$ cat src/hdl/crdp_pkg.sv
package crdp_pkg;

   // Register indexes on the csr port
   localparam logic [7:0] CSR_ENTRY_CAP    = 8'd0;
   localparam logic [7:0] CSR_OWNER_KEY_ID = 8'd1;

   localparam logic [15:0] ENTRY_CAP_RESET    = 16'hFFFF;
   localparam logic [5:0]  OWNER_KEY_ID_RESET = 6'd3;

   localparam logic [5:0] KEY_TEXT_DESC = 6'd1;

   // Descriptor search status as reported on the result word
   localparam logic [1:0] ST_PENDING = 2'd0;
   localparam logic [1:0] ST_FOUND   = 2'd1;
   localparam logic [1:0] ST_ABSENT  = 2'd2;

   typedef enum logic [1:0] {
      KT_IMMEDIATE = 2'd0,
      KT_OFFSET    = 2'd1,
      KT_LEAF      = 2'd2,
      KT_DIRECTORY = 2'd3
   } key_kind_type;

   typedef enum logic [1:0] {
      PH_SEARCH = 2'd0,
      PH_OWNER  = 2'd1,
      PH_FOUND  = 2'd2,
      PH_ABSENT = 2'd3
   } phase_type;

   typedef struct packed {
      logic [31:0] quadlet_word;
      logic        is_header;
      logic        is_last;
      logic [7:0]  dir_base;
   } req_type;

   typedef struct packed {
      logic        entry_valid;
      logic [15:0] entry_index;
      logic [1:0]  key_type;
      logic [5:0]  key_id;
      logic [23:0] entry_value;
      logic        has_target;
      logic [23:0] target_rel;
      logic        text_leaf_candidate;
      logic [23:0] leaf_abs_offset;
      logic [1:0]  desc_status;
      logic [15:0] dir_length;
   } rsp_type;

   // Directory walk state carried from word to word
   typedef struct packed {
      logic        in_dir;
      logic [15:0] expected;
      logic [15:0] counter;
      phase_type   phase;
      logic [7:0]  base;
   } walk_type;

   typedef struct packed {
      logic [15:0] entry_cap;
      logic [5:0]  owner_key_id;
   } csr_type;

   function automatic logic [31:0] swap32(input logic [31:0] v);
      return {v[7:0], v[15:8], v[23:16], v[31:24]};
   endfunction

endpackage

$ cat src/hdl/crdp_entry_decode.sv
module crdp_entry_decode (
   input  crdp_pkg::req_type  req,
   input  crdp_pkg::walk_type walk,
   input  crdp_pkg::csr_type  csr,
   output crdp_pkg::rsp_type  rsp,
   output crdp_pkg::walk_type walk_next
);
   import crdp_pkg::*;

   logic [31:0]  q;
   logic [15:0]  idx;
   key_kind_type kt;
   logic [5:0]   kid;
   logic [23:0]  val;
   logic [24:0]  rel_sum;
   logic         is_ref;
   logic         tgt;
   logic [23:0]  rel;
   logic [15:0]  limit;
   logic [15:0]  hdr_count;

   assign q         = swap32(req.quadlet_word);
   assign hdr_count = q[31:16];
   assign idx       = walk.counter + 16'd1;
   assign kt        = key_kind_type'(q[31:30]);
   assign kid       = q[29:24];
   assign val       = q[23:0];
   assign is_ref    = (kt == KT_LEAF) || (kt == KT_DIRECTORY);
   // index plus sign-extended offset, 25 bits cannot overflow
   assign rel_sum   = {9'd0, idx} + {val[23], val};
   assign tgt       = is_ref && !rel_sum[24];
   assign rel       = tgt ? rel_sum[23:0] : 24'd0;
   assign limit     = (walk.expected < csr.entry_cap) ? walk.expected : csr.entry_cap;

   always_comb begin
      phase_type ph;
      logic [1:0] st;
      rsp       = '0;
      walk_next = walk;
      ph        = walk.phase;
      st        = ST_PENDING;
      if (req.is_header) begin
         walk_next.expected = hdr_count;
         walk_next.counter  = '0;
         walk_next.base     = req.dir_base;
         walk_next.in_dir   = !(hdr_count == '0 || csr.entry_cap == '0 || req.is_last);
         walk_next.phase    = walk_next.in_dir ? PH_SEARCH : PH_ABSENT;
         rsp.desc_status    = walk_next.in_dir ? ST_PENDING : ST_ABSENT;
         rsp.dir_length     = hdr_count;
      end else if (!walk.in_dir) begin
         rsp.desc_status = (walk.phase == PH_ABSENT) ? ST_ABSENT : ST_PENDING;
         rsp.dir_length  = walk.expected;
      end else begin
         walk_next.counter = idx;
         rsp.entry_valid   = 1'b1;
         rsp.entry_index   = idx;
         rsp.key_type      = q[31:30];
         rsp.key_id        = kid;
         rsp.entry_value   = val;
         rsp.has_target    = tgt;
         rsp.target_rel    = rel;
         rsp.dir_length    = walk.expected;
         if (tgt && kid == KEY_TEXT_DESC && kt == KT_LEAF) begin
            rsp.text_leaf_candidate = 1'b1;
            rsp.leaf_abs_offset     = {16'd0, walk.base} + rel;
         end
         unique case (walk.phase)
            PH_SEARCH: begin
               if (kt == KT_IMMEDIATE && kid == csr.owner_key_id) ph = PH_OWNER;
            end
            PH_OWNER: begin
               if (kid == KEY_TEXT_DESC && tgt && rel != '0) begin
                  ph = PH_FOUND;
                  st = ST_FOUND;
               end else begin
                  ph = PH_ABSENT;
               end
            end
            default: ;
         endcase
         if (req.is_last || idx >= limit) begin
            walk_next.in_dir = 1'b0;
            if (ph == PH_SEARCH || ph == PH_OWNER) ph = PH_ABSENT;
         end
         if (ph == PH_ABSENT) st = ST_ABSENT;
         walk_next.phase = ph;
         rsp.desc_status = st;
      end
   end

endmodule

$ cat src/hdl/config_rom_directory_parser_unit.sv
// Configuration ROM directory parser.
// req channel: one directory quadlet per word (big-endian), with is_header
//   marking the header that opens a directory, is_last marking the last
//   quadlet on hand, and dir_base giving the header's absolute offset.
// rsp channel: exactly one result word per accepted req word, in order:
//   decoded key type/id/value, relative and absolute targets, and the status
//   of the search for the owner entry's textual descriptor.
// csr channel: always ready; index 0 writes entry_cap, index 1 writes
//   owner_key_id, other indexes are dropped. Write only while idle.
// Results are registered; the decode is a single pass of shallow logic from
//   the req port into the result register (or the skid register, see Stall).
// Throughput: one word per cycle while req_ready is high.
// Stall: a two-entry output (result register plus skid register) lets one
//   more word in while a result waits; req_ready drops once the skid is full.
// Reset: synchronous; clears the walk state and output valids and restores
//   entry_cap to 65535 and owner_key_id to 3.
module config_rom_directory_parser_unit (
   input  logic              clock,
   input  logic              reset,
   input  logic              req_valid,
   output logic              req_ready,
   input  crdp_pkg::req_type req_data,
   output logic              rsp_valid,
   input  logic              rsp_ready,
   output crdp_pkg::rsp_type rsp_data,
   input  logic              csr_valid,
   output logic              csr_ready,
   input  logic [7:0]        csr_index,
   input  logic [15:0]       csr_wdata
);
   import crdp_pkg::*;

   csr_type  csr_ff,  csr_in;
   walk_type walk_ff, walk_in;
   rsp_type  out_ff,  out_in;
   rsp_type  skid_ff, skid_in;
   logic     out_valid_ff, out_valid_in;
   logic     skid_valid_ff, skid_valid_in;

   rsp_type  result;
   walk_type walk_next;
   logic     accept;
   logic     rsp_take;

   assign csr_ready = 1'b1;
   assign req_ready = !skid_valid_ff;
   assign accept    = req_valid && req_ready;
   assign rsp_valid = out_valid_ff;
   assign rsp_data  = out_ff;
   assign rsp_take  = out_valid_ff && rsp_ready;

   crdp_entry_decode u_decode (
      .req       (req_data),
      .walk      (walk_ff),
      .csr       (csr_ff),
      .rsp       (result),
      .walk_next (walk_next)
   );

   // Config writes: narrow the data to each register's width
   always_comb begin
      csr_in = csr_ff;
      if (csr_valid) begin
         if (csr_index == CSR_ENTRY_CAP)    csr_in.entry_cap    = csr_wdata;
         if (csr_index == CSR_OWNER_KEY_ID) csr_in.owner_key_id = csr_wdata[5:0];
      end
   end

   // Advance the directory walk only on an accepted word
   assign walk_in = accept ? walk_next : walk_ff;

   // Output register with skid: drain the skid first, else load the new result
   always_comb begin
      out_valid_in  = out_valid_ff;
      out_in        = out_ff;
      skid_valid_in = skid_valid_ff;
      skid_in       = skid_ff;
      if (skid_valid_ff) begin
         if (rsp_take) begin
            out_in        = skid_ff;
            skid_valid_in = 1'b0;
         end
      end else if (!out_valid_ff || rsp_take) begin
         out_valid_in = accept;
         out_in       = result;
      end else if (accept) begin
         // result register held by the receiver: park the new word
         skid_valid_in = 1'b1;
         skid_in       = result;
      end
   end

   always_ff @(posedge clock) begin
      if (reset) begin
         csr_ff.entry_cap    <= ENTRY_CAP_RESET;
         csr_ff.owner_key_id <= OWNER_KEY_ID_RESET;
         walk_ff             <= '{in_dir: 1'b0, expected: '0, counter: '0,
                                  phase: PH_SEARCH, base: '0};
         out_valid_ff        <= 1'b0;
         skid_valid_ff       <= 1'b0;
      end else begin
         csr_ff        <= csr_in;
         walk_ff       <= walk_in;
         out_valid_ff  <= out_valid_in;
         skid_valid_ff <= skid_valid_in;
      end
   end

   always_ff @(posedge clock) begin
      out_ff  <= out_in;
      skid_ff <= skid_in;
   end

   // The skid only fills behind a waiting result
   a_skid_behind_out: assert property (@(posedge clock) disable iff (reset)
      skid_valid_ff |-> out_valid_ff)
      else $error("skid word without result word");

   // A word taken while the result stalls must land in the skid
   a_stall_to_skid: assert property (@(posedge clock) disable iff (reset)
      (accept && out_valid_ff && !rsp_ready) |=> skid_valid_ff)
      else $error("word lost under output stall");

   // Decoded entries are never numbered zero
   a_entry_index: assert property (@(posedge clock) disable iff (reset)
      (out_valid_ff && out_ff.entry_valid) |-> (out_ff.entry_index != '0))
      else $error("entry with index zero");

   // No target means no relative target and no text leaf flag
   a_target_clean: assert property (@(posedge clock) disable iff (reset)
      (out_valid_ff && !out_ff.has_target) |->
         (out_ff.target_rel == '0 && !out_ff.text_leaf_candidate))
      else $error("target fields set without target");

endmodule
$ cat config.mk
export PLATFORM = sky130hd
export DESIGN_NAME = config_rom_directory_parser_unit
export DESIGN_NICKNAME = d
export VERILOG_FILES = /design/src/hdl/crdp_pkg.sv /design/src/hdl/crdp_entry_decode.sv /design/src/hdl/config_rom_directory_parser_unit.sv
export SDC_FILE = /design/constraint.sdc
export NUM_CORES = 1
export LEC_CHECK = 0
export BUFFER_PORTS_ARGS = -buffer_cell sky130_fd_sc_hd__buf_4
export CAP_MARGIN = 20
export CORE_MARGIN = 8
export CORE_UTILIZATION = 59
export DETAILED_ROUTE_END_ITERATION = 6
export PLACE_DENSITY = 0.81
export SKIP_CTS_REPAIR_TIMING = 1
export SLEW_MARGIN = 20
export SYNTH_ARGS = -nofsm -noshare
export SYNTH_HDL_FRONTEND = slang
export SYNTH_SLANG_ARGS = --single-unit
$ cat constraint.sdc
create_clock -name clock -period 10.9 [get_ports clock]
set_input_delay 2.18 -clock clock [delete_from_list [all_inputs] [get_ports clock]]
set_output_delay 2.18 -clock clock [all_outputs]
set_load 0.05 [all_outputs]
==> out/results.tsv, run 1 <==
metric	value	unit
R2R Path End	rsp_data[37]	
Core Util, Final	0.703	
Fin Clk Skew	0.0332	ns
Global Route Usage Sum	0.261	
commonest non-fill, non-tap cell in the layout	edfxtp_1	
DRT iter0 DRCs	1149	
adder-cell share of the synthesized area	0.0466	
Crit Path Class	flip-flop to flip-flop	
Clk network pwr share	0.394	
detailed placement HPWL	30000	µm
P_sw	0.000766	W
largest net degree at the start of global routing	68	
share of cells above drive strength 1	0.231	
die extent in x	178	µm
post-synthesis area per instance	11.0	µm²
Power Density	156	nW/µm²
TritonCTS buffer count	30	
Initial Util	0.597	
post-synthesis mux area share	0.0710	
clk buf depth	3	
Clk Latency, worst-skew pair	0.58	ns
DP Cell Count	1860	
# nets final	1685	
final setup fails	0	
TritonRoute pass-1 iters	5	
CP Launch Point	walk_ff[10]	
GRT Residual Overflow	0	
wire per inst	22.1	µm
I/O pin cnt	191	
Fmax	0.154	GHz
placed cell area	17100	µm²
Worst EP required	11.35	ns
VDD IR max	0.118	mV
combinational fraction of design power	0.143	
Worst-path clk slew	0.06	ns
period utilization	0.598	
Fillers	1871	
# rows	59	
initial antenna violation count	2	
simple-gate share of the synthesized area	0.149	
Int Pwr	0.00207	W
RSZ-0062 raised after global routing	no	
Pins Over Slew Limit	0	
status	completed	
XOR/XNOR Fraction of Synth Area	0.0339	
Post-synth EDFFs	234	
worst-margin pin slew	1.11	ns
critical path launch point type	flip-flop	
CTS tree	done	
chip height	178	µm
synthesis-to-finish area growth	17.8	%
post-synthesis cell count	1400	
post-synthesis async set-or-reset flop share	0	
Syn Nets	1528	
synth warn	0	
final hold violations	0	
first-pass GRT wire length	65000	µm
Compound-Gate Fraction of Synth Area	0.127	
sequential area share after synthesis	0.541	
fin cells	1918	
final setup TNS	0	ns
hold_ws	0.473	ns
Reg power frac	0.463	
Slew Limit Headroom	0.259	
commonest non-fill, non-tap cells in the layout	edfxtp_1 (234), buf_4 (205), nand2_1 (153), nor2_1 (135), mux2_2 (77)	
DRC	0	
die area	31600	µm²
Distinct cells, synth	80	
highest net fanout along the worst path	12	
Sw Share	0.270	
flop2flop setup slack	4.39	ns
IO Port Bufs	189	
Tmin final	6.51	ns
vias per cell	6.15	
dominant synthesized flop cell	edfxtp_1	
design area	18200	µm²
cell area after synthesis	15500	µm²
Register-to-Register Path Depth	25	
Setup crit end kind	flip-flop	
Num Clock Sinks	301	
Routed Antenna Nets	0	
WL final	42400	µm
max_cap viols	0	
Setup crit end	rsp_data[37]	
Min-Delay Path Class	flip-flop to flip-flop	
routability cong.	0.890	
largest family of logic cells by synthesized area	simple AND/OR/NAND/NOR gates	
CTS Root Buffer Type	clkbuf_16	
vias	11800	
Crit path arrival time	6.96	ns
CTS H-tree depth	1	
leakage	7.72	nW
post-synthesis register bit count	301	
Core ar.	25900	µm²
RR Startpoint	walk_ff[10]	
vias in the first global route	11500	
-- logic make-up after synthesis --
group           Yosys count
mux                     100
flops                   301
compound gates          284
fa+ha+maj                57
buf+inv                 121
other cells               1
simple gates            477
xor+xnor                 59
-- worst min-delay path by stage --
stage	startpoint	endpoint	slack [ns]	cells past startpoint
2_1_floorplan	walk_ff[0]	walk_ff[0]	0.44	2
3_3_place_gp	walk_ff[4]	walk_ff[4]	0.45	2
3_5_place_dp	walk_ff[6]	walk_ff[6]	0.46	2
4_1_cts	walk_ff[6]	walk_ff[6]	0.47	2
5_1_grt	walk_ff[5]	walk_ff[5]	0.50	2
6_report	walk_ff[6]	walk_ff[6]	0.47	2
-- synthesized netlist by cell type (34+ instances only) --
cell	instances	area [µm²]
a21oi_1	74	370
and2_1	47	294
clkbuf_1	60	225
dfxtp_1	67	1340
edfxtp_1	234	7030
ha_1	56	701
inv_1	41	154
mux2_2	77	867
nand2_1	153	574
nand3_1	34	170
nor2_1	136	510
o21ai_0	34	170
o31ai_1	41	308
-- sequential cells by signal (all words and copies together), names as in the netlist --
| register | cells |
|---|---|
| rsp_data | 117 |
| csr_ff | 22 |
| rsp_valid | 1 |
| walk_ff | 43 |
| skid_valid_ff | 1 |
| skid_ff | 117 |
-- power groups by stage --
| stage | sequential, W | combinational (W) | clock (W) |
|---|---|---|---|
| 2_1_floorplan | 0.00149 | 0.000122 | 0 |
| 4_1_cts | 0.00131 | 0.000406 | 0.00113 |
| 6_report | 0.00131 | 0.000406 | 0.00112 |
| 3_5_place_dp | 0.00134 | 0.000405 | 0 |
| 3_3_place_gp | 0.00134 | 0.000400 | 0 |
| 5_1_grt | 0.00132 | 0.000425 | 0.00117 |
-- critical path, stage by stage, from the launching register on --
cell	delay, ns
dfxtp_1	0.64
nand3_1	0.12
nor2_1	0.37
nand2_1	0.10
nor2_1	0.32
nand3_1	0.14
xor2_1	0.27
inv_1	0.14
ha_1	0.39
a21oi_4	0.23
o21ai_2	0.10
nor4_4	0.49
and2_1	0.32
o21ai_0	0.12
buf_4	0.19
and2_1	0.16
ha_1	0.22
nor2b_1	0.17
o221ai_1	0.19
nand2_1	0.09
and3_1	0.20
a211oi_1	0.35
and4bb_1	0.30
nor2b_1	0.20
a2111oi_0	0.41
a211o_1	0.17
-- metrics by stage --
stage / total power [W] / setup WS [ns]
global route: 0.00291 / 3.93
CTS: 0.00285 / 4.46
global placement: 0.00174 / 4.03
floorplan: 0.00161 / 1.23
finish: 0.00284 / 4.39
detailed placement: 0.00174 / 3.90
-- metal layers --
metal,vias up,GRT usage,share of wire
met2,540,0.430,0.48
met4,0,0.0973,0.033
li1,5447,-,-
met3,91,0.0411,0.074
met5,-,0,0
met1,5721,0.344,0.41
-- final cells by class --
type | count | area (µm²) | share of cell area
tap | 335 | 419 | 0.0230
antenna | 2 | 5.00 | 0.000275
clock inverter | 21 | 295 | 0.0162
sequential | 301 | 8370 | 0.459
timing repair buffer | 205 | 1540 | 0.0845
multi-input combinational | 978 | 6650 | 0.365
inverter | 41 | 154 | 0.00845
clock buffer | 35 | 790 | 0.0433
Note: power is estimated with default switching activity, not from simulation.
==> inputs of run 2 (changes only) <==
--- a/config.mk
+++ b/config.mk
@@ -5,12 +5,13 @@
 export SDC_FILE = /design/constraint.sdc
 export NUM_CORES = 1
 export LEC_CHECK = 0
+export ABC_AREA = 1
 export BUFFER_PORTS_ARGS = -buffer_cell sky130_fd_sc_hd__buf_4
 export CAP_MARGIN = 20
 export CORE_MARGIN = 8
-export CORE_UTILIZATION = 59
+export CORE_UTILIZATION = 53
 export DETAILED_ROUTE_END_ITERATION = 6
-export PLACE_DENSITY = 0.81
+export PLACE_DENSITY = 0.77
 export SKIP_CTS_REPAIR_TIMING = 1
 export SLEW_MARGIN = 20
 export SYNTH_ARGS = -nofsm -noshare
==> constraint.sdc (replaced) <==
create_clock -name clock -period 5.5 [get_ports clock]
set_input_delay 1.1 -clock clock [delete_from_list [all_inputs] [get_ports clock]]
set_output_delay 1.1 -clock clock [all_outputs]
set_load 0.05 [all_outputs]
==> out/results.tsv, run 2 <==
metric	value	unit
sequential area share after synthesis	0.522	
Register-to-Register Path Depth	30	
Setup crit end kind	flip-flop	
routability cong.	0.908	
Fin Clk Skew	0.0200	ns
Pins Over Slew Limit	0	
Fillers	2540	
Post-synth EDFFs	234	
Crit Path Class	flip-flop to flip-flop	
hold_ws	0.457	ns
pre-CTS setup slack	0.328	ns
final setup fails	0	
share of cells above drive strength 1	0.153	
Fmax	0.197	GHz
Clk Latency, worst-skew pair	0.58	ns
Critical Path Max Stage Delay	0.42	ns
period utilization	0.923	
Power Density	289	nW/µm²
Worst EP required	5.80	ns
CTS H-tree depth	1	
Synth top area share	0.438	
Crit path arrival time	5.37	ns
synthesis-to-finish area growth	17.7	%
CTS tree	done	
clk buf depth	3	
Crit-path slowest cell	dfxtp_1	
synth warn	0	
dominant synthesized flop cell	edfxtp_1	
top post-synthesis cells by count	nand2_1 (614), edfxtp_1 (234), inv_1 (213), nor2_1 (186), nand3_1 (110)	
die area	36100	µm²
largest net degree at the start of global routing	118	
status	completed	
WL final	47200	µm
GRT Residual Overflow	0	
Worst-path clk slew	0.06	ns
post-synthesis cell count	1923	
cell area after synthesis	16000	µm²
post-synth top area cell	edfxtp_1	
final setup TNS	0	ns
first-pass GRT wire length	73500	µm
IO Port Bufs	189	
vias per cell	5.42	
Min-Delay Path Class	flip-flop to flip-flop	
leakage	8.74	nW
post-synthesis register bit count	301	
vias in the first global route	13400	
die extent in x	190	µm
Slew Limit Headroom	0.357	
Tmin final	5.07	ns
Core Util, Final	0.635	
RSZ-0062 raised after global routing	no	
post-synthesis area per instance	8.34	µm²
# rows	63	
commonest non-fill, non-tap cell in the layout	nand2_1	
vias	13600	
top sig layer	met4	
Core ar.	29700	µm²
Distinct cells, synth	55	
chip height	190	µm
DRC	0	
met1 wire length	19300	µm
Synth area leaders	edfxtp_1 (44%), nand2_1 (14%), dfxtp_1 (8.4%)	
Crit path top cell by count	nand2_1	
Antenna Cells	0	
I/O pin cnt	191	
Initial Util	0.540	
PnR Total Power	0.00546	W
count leader, synth	nand2_1	
initial antenna violation count	0	
VDD IR max	0.231	mV
Num Clock Sinks	301	
Final WS setup	0.425	ns
wire per inst	18.8	µm
metal3 WL	3420	µm
Global Route Usage Sum	0.257	
post-synthesis async set-or-reset flop share	0	
Routed Antenna Nets	0	
TritonCTS buffer count	31	
highest net fanout along the worst path	16	
Syn Nets	2051	
final hold violations	0	
critical path launch point type	flip-flop	
TritonRoute pass-1 iters	5	
CTS Root Buffer Type	clkbuf_16	
DRT iter0 DRCs	1135	
detailed placement HPWL	35300	µm
max_cap viols	0	
Cells on Worst Hold Path	2	
commonest non-fill, non-tap cells in the layout	nand2_1 (613), edfxtp_1 (234), inv_1 (212), buf_4 (206), nor2_1 (185)	
met2 routed WL	22600	µm
# nets final	2226	
worst-margin pin slew	0.963	ns
[run 2: final timing paths]
check / slack, ns / endpoint / startpoint
setup / recovery: 0.43 / rsp_data[33] / walk_ff[10]
hold / removal: 0.46 / csr_ff[14] / csr_ff[14]
setup reg to reg: 0.43 / rsp_data[33] / walk_ff[10]
hold reg to reg: 0.46 / csr_ff[14] / csr_ff[14]
[run 2: critical path, delay by kind of cell, from the launching register on]
kind	cells	cell delay, ns
flip-flops	1	0.42
adder cells (fa/ha/maj)	2	0.71
XOR/XNOR	1	0.17
AO/OA/AOI/OAI	2	0.34
buffers and inverters	6	0.49
AND/OR/NAND/NOR	19	2.66
[run 2: metrics by stage]
step / instances / instance area (µm²)
floorplan: 1923 / 16000
global placement: 2450 / 17800
detailed placement: 2450 / 17800
CTS: 2508 / 18800
global route: 2513 / 18900
finish: 2513 / 18900
[run 2: cell type report]
type / instances / area, µm² / share of cell area
Timing Repair Buffer: 209 / 1610 / 0.0850
Inverter: 223 / 838 / 0.0444
Tap cell: 390 / 488 / 0.0258
Clock inverter: 19 / 181 / 0.00961
Multi-Input combinational cell: 1332 / 6590 / 0.349
Sequential cell: 301 / 8370 / 0.443
Clock buffer: 39 / 806 / 0.0427
[run 2: kinds of logic after synthesis]
group,share of synthesized area
XOR/XNOR,0.0104
AO/OA/AOI/OAI,0.0711
AND/OR/NAND/NOR,0.281
other,0.000234
buffers and inverters,0.0696
adder cells (fa/ha/maj),0.0449
multiplexers,0.00140
flip-flops,0.522
[run 2: where the power goes]
group          internal, W  switching, W  leakage [nW]
registers          0.00255     0.0000494          2.98
logic             0.000213      0.000581          5.28
clock network      0.00118      0.000886         0.477
[run 2: metal layers]
metal,GRT usage,vias to the layer above
met4,0.0905,0
met3,0.0436,102
met5,0,-
met2,0.441,519
met1,0.324,6345
li1,-,6661
